`config.mk`:
```
export PLATFORM = sky130hd
export DESIGN_NAME = fse_front_flat
export DESIGN_NICKNAME = d
export VERILOG_FILES = /design/src/hw/rtl/fse_pkg.sv /design/src/hw/rtl/fse_if.sv /design/src/hw/rtl/fse_front.sv /design/src/flat_wrapper.sv
export SDC_FILE = /design/constraint.sdc
export NUM_CORES = 1
export LEC_CHECK = 0
export BUFFER_PORTS_ARGS = -buffer_cell sky130_fd_sc_hd__buf_4
export CORE_ASPECT_RATIO = 0.7
export CORE_UTILIZATION = 59
export CTS_BUF_LIST = sky130_fd_sc_hd__clkbuf_8
export DETAILED_ROUTE_END_ITERATION = 12
export PLACE_DENSITY = 0.88
export SLEW_MARGIN = 40
export SYNTH_ARGS = -nofsm -noshare
export SYNTH_HDL_FRONTEND = slang
export SYNTH_SLANG_ARGS = --single-unit
```
`constraint.sdc`:
```
create_clock -name clk -period 7.4 [get_ports clk]
set_input_delay 0.37 -clock clk [delete_from_list [all_inputs] [get_ports clk]]
set_output_delay 0.37 -clock clk [all_outputs]
set_load 0.02 [all_outputs]
```
`src/hw/rtl/fse_pkg.sv`:
```
// Types, constants and arithmetic helpers for the shape function evaluator.
package fse_pkg;

  localparam int COORD_FRAC_BITS = 16;
  localparam int MAX_NODES       = 9;
  localparam int LW              = 21;
  localparam int MW              = 23;
  localparam int TW              = 32;

  localparam logic signed [LW-1:0] ONE = LW'(1 << COORD_FRAC_BITS);

  localparam logic [2:0] KIND_HEX8  = 3'd0;
  localparam logic [2:0] KIND_QUAD4 = 3'd1;
  localparam logic [2:0] KIND_QUAD8 = 3'd2;
  localparam logic [2:0] KIND_QUAD9 = 3'd3;
  localparam logic [2:0] KIND_LINE2 = 3'd4;
  localparam logic [2:0] KIND_LINE3 = 3'd5;

  localparam logic [1:0] POS_NEG = 2'd0;
  localparam logic [1:0] POS_POS = 2'd1;
  localparam logic [1:0] POS_MID = 2'd2;

  localparam logic [1:0] Q9_AX [0:8] = '{POS_NEG, POS_POS, POS_POS, POS_NEG, POS_MID,
                                         POS_POS, POS_MID, POS_NEG, POS_MID};
  localparam logic [1:0] Q9_AY [0:8] = '{POS_NEG, POS_NEG, POS_POS, POS_POS, POS_NEG,
                                         POS_MID, POS_POS, POS_MID, POS_MID};

  typedef struct packed {
    logic signed [17:0] x;
    logic signed [17:0] y;
    logic signed [17:0] z;
    logic [2:0]         kind;
    logic [3:0]         cnt;
  } item_t;

  typedef struct packed {
    logic signed [LW-1:0] a;
    logic signed [LW-1:0] b;
    logic signed [LW-1:0] c;
    logic signed [LW-1:0] d;
    logic                 m1a;
    logic                 m1c;
    logic                 m2;
    logic                 neg;
    logic [1:0]           k;
  } lane_t;

  typedef struct packed {
    logic signed [MW-1:0] x;
    logic signed [MW-1:0] y;
    logic                 m2;
    logic                 neg;
    logic [1:0]           k;
  } mid_t;

  typedef struct packed {
    logic signed [TW-1:0] t;
    logic                 neg;
    logic [1:0]           k;
  } prod_t;

  typedef struct packed {
    logic signed [LW-1:0] pa;
    logic signed [LW-1:0] pb;
    logic signed [LW-1:0] d;
    logic [1:0]           ps;
    logic [1:0]           ds;
  } lagf_t;

  function automatic logic signed [47:0] rnd_sh(input logic signed [47:0] v,
                                                 input logic [4:0] k);
    logic [47:0] m;
    logic [47:0] r;
    m = v[47] ? 48'(-v) : 48'(v);
    if (k == 5'd0) begin
      r = m;
    end else begin
      r = (m + (48'd1 << (k - 5'd1))) >> k;
    end
    return v[47] ? -$signed(r) : $signed(r);
  endfunction

  function automatic logic signed [47:0] fmul(input logic signed [MW-1:0] a,
                                               input logic signed [MW-1:0] b);
    logic signed [2*MW-1:0] p;
    p = a * b;
    return rnd_sh(48'(p), 5'(COORD_FRAC_BITS));
  endfunction

  function automatic logic signed [19:0] sat20(input logic signed [47:0] v);
    if (v > 48'sd524287) begin
      return 20'sd524287;
    end else if (v < -48'sd524288) begin
      return -20'sd524288;
    end
    return v[19:0];
  endfunction

  function automatic lagf_t lag1(input logic signed [LW-1:0] c, input logic [1:0] pos);
    lagf_t f;
    case (pos)
      POS_NEG: begin
        f = '{pa: c, pb: c - ONE, d: (c <<< 1) - ONE, ps: 2'd1, ds: 2'd1};
      end
      POS_POS: begin
        f = '{pa: c, pb: c + ONE, d: (c <<< 1) + ONE, ps: 2'd1, ds: 2'd1};
      end
      default: begin
        f = '{pa: ONE - c, pb: ONE + c, d: -(c <<< 1), ps: 2'd0, ds: 2'd0};
      end
    endcase
    return f;
  endfunction

  function automatic logic [3:0] node_count(input logic [2:0] kind);
    logic [3:0] n;
    case (kind)
      KIND_HEX8:  n = 4'd8;
      KIND_QUAD4: n = 4'd4;
      KIND_QUAD8: n = 4'd8;
      KIND_QUAD9: n = 4'd9;
      KIND_LINE2: n = 4'd2;
      KIND_LINE3: n = 4'd3;
      default:    n = 4'd0;
    endcase
    if (n > 4'(MAX_NODES)) begin
      n = 4'(MAX_NODES);
    end
    return n;
  endfunction

endpackage

```
`src/hw/rtl/fse_if.sv`:
```
// Point and node result channel interfaces.
interface fse_in_if;
  logic               valid;
  logic               ready;
  logic signed [17:0] xi_coord;
  logic signed [17:0] eta_coord;
  logic signed [17:0] zeta_coord;
  modport source (output valid, xi_coord, eta_coord, zeta_coord, input ready);
  modport sink (input valid, xi_coord, eta_coord, zeta_coord, output ready);
endinterface


```
`src/hw/rtl/fse_front.sv`:
```
// Front end: element kind register, point intake and two-entry point queue.
module fse_front
  import fse_pkg::*;
(
  input  logic       clk,
  input  logic       rst_n,
  input  logic       cfg_we,
  input  logic [2:0] cfg_wdata,
  fse_in_if.sink     in_ch,
  output logic       q_valid,
  output item_t      q_head,
  input  logic       q_pop
);

  logic [2:0] kind_r;
  item_t      mem_r [0:1];
  logic       wptr_r, rptr_r;
  logic [1:0] cnt_r, cnt_nxt;
  logic [3:0] n_nodes;
  logic       push;

  assign n_nodes     = node_count(kind_r);
  assign in_ch.ready = (cnt_r != 2'd2);
  assign push        = in_ch.valid && in_ch.ready && (n_nodes != 4'd0);
  assign q_valid     = (cnt_r != 2'd0);
  assign q_head      = mem_r[rptr_r];
  assign cnt_nxt     = cnt_r + 2'(push) - 2'(q_pop && q_valid);

  always_ff @(posedge clk) begin
    if (!rst_n) begin
      kind_r <= KIND_HEX8;
      wptr_r <= 1'b0;
      rptr_r <= 1'b0;
      cnt_r  <= 2'd0;
    end else begin
      if (cfg_we) begin
        kind_r <= cfg_wdata;
      end
      if (push) begin
        wptr_r <= ~wptr_r;
      end
      if (q_pop && q_valid) begin
        rptr_r <= ~rptr_r;
      end
      cnt_r <= cnt_nxt;
    end
  end

  always_ff @(posedge clk) begin
    if (push) begin
      mem_r[wptr_r] <= '{x: in_ch.xi_coord, y: in_ch.eta_coord, z: in_ch.zeta_coord,
                         kind: kind_r, cnt: n_nodes};
    end
  end

endmodule

```
`src/flat_wrapper.sv`:
```
// flat-port wrapper written by rule: the top's interface ports become plain ports
module fse_front_flat import fse_pkg::*;
  (clk, rst_n, cfg_we, cfg_wdata, q_valid, q_head, q_pop, in_ch_valid, in_ch_xi_coord, in_ch_eta_coord, in_ch_zeta_coord, in_ch_ready);
  fse_in_if in_ch_i ();
  input  logic clk;
  input  logic rst_n;
  input  logic cfg_we;
  input  logic [2:0] cfg_wdata;
  output logic q_valid;
  output item_t q_head;
  input  logic q_pop;
  input wire logic [$bits(in_ch_i.valid)-1:0] in_ch_valid;
  input wire logic [$bits(in_ch_i.xi_coord)-1:0] in_ch_xi_coord;
  input wire logic [$bits(in_ch_i.eta_coord)-1:0] in_ch_eta_coord;
  input wire logic [$bits(in_ch_i.zeta_coord)-1:0] in_ch_zeta_coord;
  output wire logic [$bits(in_ch_i.ready)-1:0] in_ch_ready;
  assign in_ch_i.valid = in_ch_valid;
  assign in_ch_i.xi_coord = in_ch_xi_coord;
  assign in_ch_i.eta_coord = in_ch_eta_coord;
  assign in_ch_i.zeta_coord = in_ch_zeta_coord;
  assign in_ch_ready = in_ch_i.ready;
  fse_front u_core (.clk(clk), .rst_n(rst_n), .cfg_we(cfg_we), .cfg_wdata(cfg_wdata), .in_ch(in_ch_i), .q_valid(q_valid), .q_head(q_head), .q_pop(q_pop));
endmodule
```
=== Word-level counts from Yosys, hierarchy flattened ===
Memories as Yosys holds them, arrays and structs flattened. A register that Yosys moved wholly into a read port is not among the register bits.
Cells that the tools add are included.

* Add/sub/neg operators: 2
* Magnitude comparators: 1
* Eq/ne operators: 6
* Multiplexer cells: 6
* Bitwise logic cells: 2
* Reductions and logical operators: 7

{| class="wikitable"
|+ Operator list
! kind !! count
|-
| case mux 4 bit (5 select lines) || 1
|-
| equality test 3 x 2 -> 1 bit (second input constant) || 2
|-
| equality test 3 bit (second input constant) || 2
|-
| greater-than comparator 4 bit (second input constant) || 1
|-
| two-way mux 1 bit || 4
|-
| two-way mux 4 bit || 1
|-
| nonzero test 4 bit || 1
|-
| equality test 3 x 1 -> 1 bit (second input constant) || 1
|-
| logical AND 1 bit || 3
|-
| zero test 3 bit || 1
|-
| adder 2 x 1 -> 2 bit || 1
|-
| inequality test 2 bit (second input constant) || 1
|-
| NOT 1 bit || 2
|-
| nonzero test 2 bit || 1
|-
| OR reduction 2 bit || 1
|-
| subtractor 2 x 1 -> 2 bit || 1
|}

* Flip-flop bits (word level): 7
* Bits in writable memories: 122
* Input bits: 62
* Output and inout port bits: 63
* Word-level logic and storage cells: 29
* Memories kept: 1

{| class="wikitable"
|+ Memories
! memory !! words !! width !! read ports !! clocked after Yosys merged registers in !! wr ports !! line !! source
|-
| u_core.mem_r || 2 || 61 || 1 || 1 || 1 || fse_front.sv:16 || <nowiki>item_t mem_r [0:1];</nowiki>
|}

=== Longest topological paths before layout ===
* Depth in word-level cells: 9
* Gate-level depth with buffers: 7
* Depth with buffers taken out: 7

=== Worst setup path after synthesis ===
OpenSTA, ideal clock, no wires.

* Path type: register to register
* Start: register u_core.cnt_r[0]
* End: memory u_core.mem_r[0][0] in the netlist's numbering, enable pin
* Arrival time: 3558 ps
* Data required time: 6913 ps
* Slack: 3354 ps
* Stages on the path, launching flop included: 4
* Cell sequence: dfxtp_1 > nand2b_1 > and3_4 > nor2b_1

* Cells in the longest elaborated chain, start to end: 5

{| class="wikitable"
|+ Ends and longest elaborated chain
! element !! line !! source
|-
| start: declaration || fse_front.sv:18 || <nowiki>logic [1:0] cnt_r, cnt_nxt;</nowiki>
|-
| start signal: assignment || fse_front.sv:45 || <nowiki>cnt_r <= cnt_nxt;</nowiki>
|-
| inequality test 2 bit || fse_front.sv:23 || <nowiki>assign in_ch.ready = (cnt_r != 2'd2);</nowiki>
|-
| named net in_ch_ready || flat_wrapper.sv:16 || <nowiki>output wire logic [$bits(in_ch_i.ready)-1:0] in_ch_ready;</nowiki>
|-
| logical AND 1 bit (2 in a row) || fse_front.sv:24 || <nowiki>assign push = in_ch.valid && in_ch.ready && (n_nodes != 4'd0);</nowiki>
|-
| two-way mux 1 bit || fse_front.sv:50 || <nowiki>if (push) begin</nowiki>
|-
| two-way mux 1 bit (not written as such) || fse_front.sv:51 || <nowiki>mem_r[wptr_r] <= '{x: in_ch.xi_coord, y: in_ch.eta_coord, z: in_ch.zeta_coord,</nowiki>
|-
| end: declaration || fse_front.sv:16 ||
|}

The timed path passes the listed nets, and every way through them passes these cells.

==> impl_results.md <==
- Status: finished, final reports clean
- Largest net degree at the start of global routing: 62
- Most used cell along the critical path: buf_12
- Root Driver: clkbuf_8
- Max Fclk: 430 MHz
- Vias in the first global route: 2551
- Post-route ant nets: 0
- CTS buffer count: 17
- Worst-Skew Late Latency: 0.41 ns
- Total track usage: 0.196
- Die area: 0.00901 sq mm
- Final WL: 8480 microns
- Adder-Cell Fraction of Synth Area: 0.00491
- Leak: 0.00261 uW
- Main combinational cell family by area after synthesis: multiplexers
- Fin crit period: 2.32 ns
- Initial antenna violation count: 0
- Setup TNS: 0 ns
- Post-Syn Instances: 233
- Final setup violating endpoints: 0
- CP Cell Sequence: buf_12 -> buf_12 -> mux2_2 -> buf_4
- Initial Util: 0.628
- Synth Area in Compound Gates: 0.00393
- DR iter-0 viols: 100
- # DRC: 0
- Relative slew slack: 0.456
- Worst Reg-to-Reg Cells: 4
- Critical Path Source Type: register
- Placed cell count: 455
- CP Capture Type: output pin
- Worst EP required: 7.03 ns
- DP HPWL: 5430 microns
- Area grow syn2layout: 27.2%
- Yosys cell types: 22
- Routability Congestion: 0.726
- Fin crit share: 0.314
- Max Buffers Root-to-Sink: 2
- Crit path largest cell delay: 0.49 ns
- Layout cell share with drive strength beyond 1: 0.574
- Post-CTS setup buffer count: 0
- # rows: 27
- # hold bufs at CTS: 0
- Data arrival, critical path: 1.95 ns
- Top Ports: 125
- Tightest Pin Transition: 0.815 ns
- WL per Instance: 17.4 microns
- Layout Utilization: 0.799
- PortBufs: 124
- CTS tree: done
- Non-Filler Instances: 488
- First-pass GRT wire length: 12400 microns
- Family with the most delay on the worst path: buffers and inverters
- DR vias/cell: 5.11
- Sink Count: 130
- Commonest non-fill, non-tap cell in the layout: buf_4
- Core box area: 0.00811 sq mm
- CTS clock-pin slew for the worst setup and hold paths: 0.07 ns
- Initial DRT Pass Iterations: 4
- Mapped cell area: 0.00509 sq mm
- Mux share of post-synthesis cell area: 0.187
- Skew final: 0.00636 ns
- Count of pins over their slew limit: 0
- Max_cap viols: 0
- Hold path depth: 1
- Final Hold Viols: 0
- Synth Area in XOR/XNOR: 0.00344
- Buf/Inv on CP: 3
- Die X: 113 microns
- Worst Hold Class: in2reg
- Simple-gate portion of the synthesized area: 0.0211
- Final nets: 438
- Mapped Nets: 297
- Fillers: 450
- Syn_area_per_cell: 21.9 sq um
- Die Y: 79.7 microns
- Seq cells post-synth: 130
- WP depth: 4
- Seq/Total Area, Yosys: 0.751
- CP Max Fanout: 28
- Gr ovfl total: 0
- VDD IR max: 0.267 mV
- Unrepaired setup endpoints after global routing: false
- Power per Cell Area: 351 mW/mm^2
- Antenna cells: 0
- Crit path max-delay cell type: dfxtp_4
- Crit path kind: reg2out
- YS warnings: 0
- Most frequent cells in the layout: buf_4 (126), edfxtp_1 (122), mux2_4 (60), clkbuf_8 (22), inv_1 (9)
- Resize count post-CTS: 0
- H-tree depth: 4
- Via Count: 2493
## worst paths after layout
| kind | slack, ns | start | endpoint |
|---|---|---|---|
| worst max register to register | 5.50 | u_core.cnt_r[0] | u_core.mem_r[1][31] |
| worst min register to register | 0.52 | u_core.wptr_r | u_core.wptr_r |
| worst max-delay path | 5.08 | register | q_head[46] |
| worst min-delay path | 0.13 | in_ch_eta_coord[8] | u_core.mem_r[0][33] |
## cell type report
type                            count  area (sq um)  share of cell area
Sequential cell                   130          3830               0.591
Timing Repair Buffer              129          1010               0.155
Clock inverter                     10          68.8              0.0106
Inverter                            4          15.0             0.00232
Clock buffer                       22           303              0.0467
Tap cell                          101           126              0.0195
Multi-Input combinational cell     92          1130               0.175
## flip-flops by register name, indices dropped and copies added, names as in the netlist, named ones only
| name | count |
|---|---|
| u_core.cnt_r | 2 |
| u_core.mem_r | 122 |
| u_core.kind_r | 3 |
| u_core.rptr_r | 1 |
| u_core.wptr_r | 1 |
## cell families (layout without fill, tap and decap cells)
family,Yosys count,count (layout)
AOI/OAI and AO/OA,3,3
xor gates and xnor gates,2,2
adders and majority gates,2,2
buffers and inverters,11,165
DFF,130,130
muxes,65,65
and+or+nand+nor,20,20
## routing by layer
metal / wire length [microns] / track usage
met1: 3490 / 0.227
met3: 580 / 0.0744
met5: 0 / 0
met4: 137 / 0.0947
met2: 4270 / 0.326
## power breakdown
group / internal [uW] / switching [uW] / leakage, uW
Sequential: 932 / 44.6 / 0.00121
Combinational: 388 / 372 / 0.00119
Clock: 302 / 236 / 0.000215
Total: 1620 / 653 / 0.00261
## synth_stat cells
cell / count / area share
edfxtp_1: 122 / 0.72
mux2_4: 60 / 0.18
dfxtp_1: 8 / 0.031
nor2_1: 7 / 0.0052
buf_12: 6 / 0.024
inv_1: 4 / 0.0029
mux2i_1: 4 / 0.0079
and2_1: 3 / 0.0037
ha_1: 2 / 0.0049
nand2_1: 2 / 0.0015
nand2b_1: 2 / 0.0025
nor2b_1: 2 / 0.0025
o21a_1: 2 / 0.0029
a21oi_1: 1 / 0.00098
and3_4: 1 / 0.0022
buf_6: 1 / 0.0022
mux2_2: 1 / 0.0022
nor3_1: 1 / 0.00098
nor3b_1: 1 / 0.0015
or2_2: 1 / 0.0012
xnor2_1: 1 / 0.0017
xor2_1: 1 / 0.0017
## stage by stage
step           instance area, sq um  power [uW]  hold WS, ns  setup slack (ns)
6_report                       6480        2270        0.135              5.08
5_1_grt                        6480        2360       0.0880              4.99
4_1_cts                        6460        2290        0.101              5.05
3_5_place_dp                   6090        1750        0.525              5.51
3_3_place_gp                   6050        1720        0.495              5.33
2_1_floorplan                  5090        1520        0.451              3.35
Power figures use the tool's default switching activity.
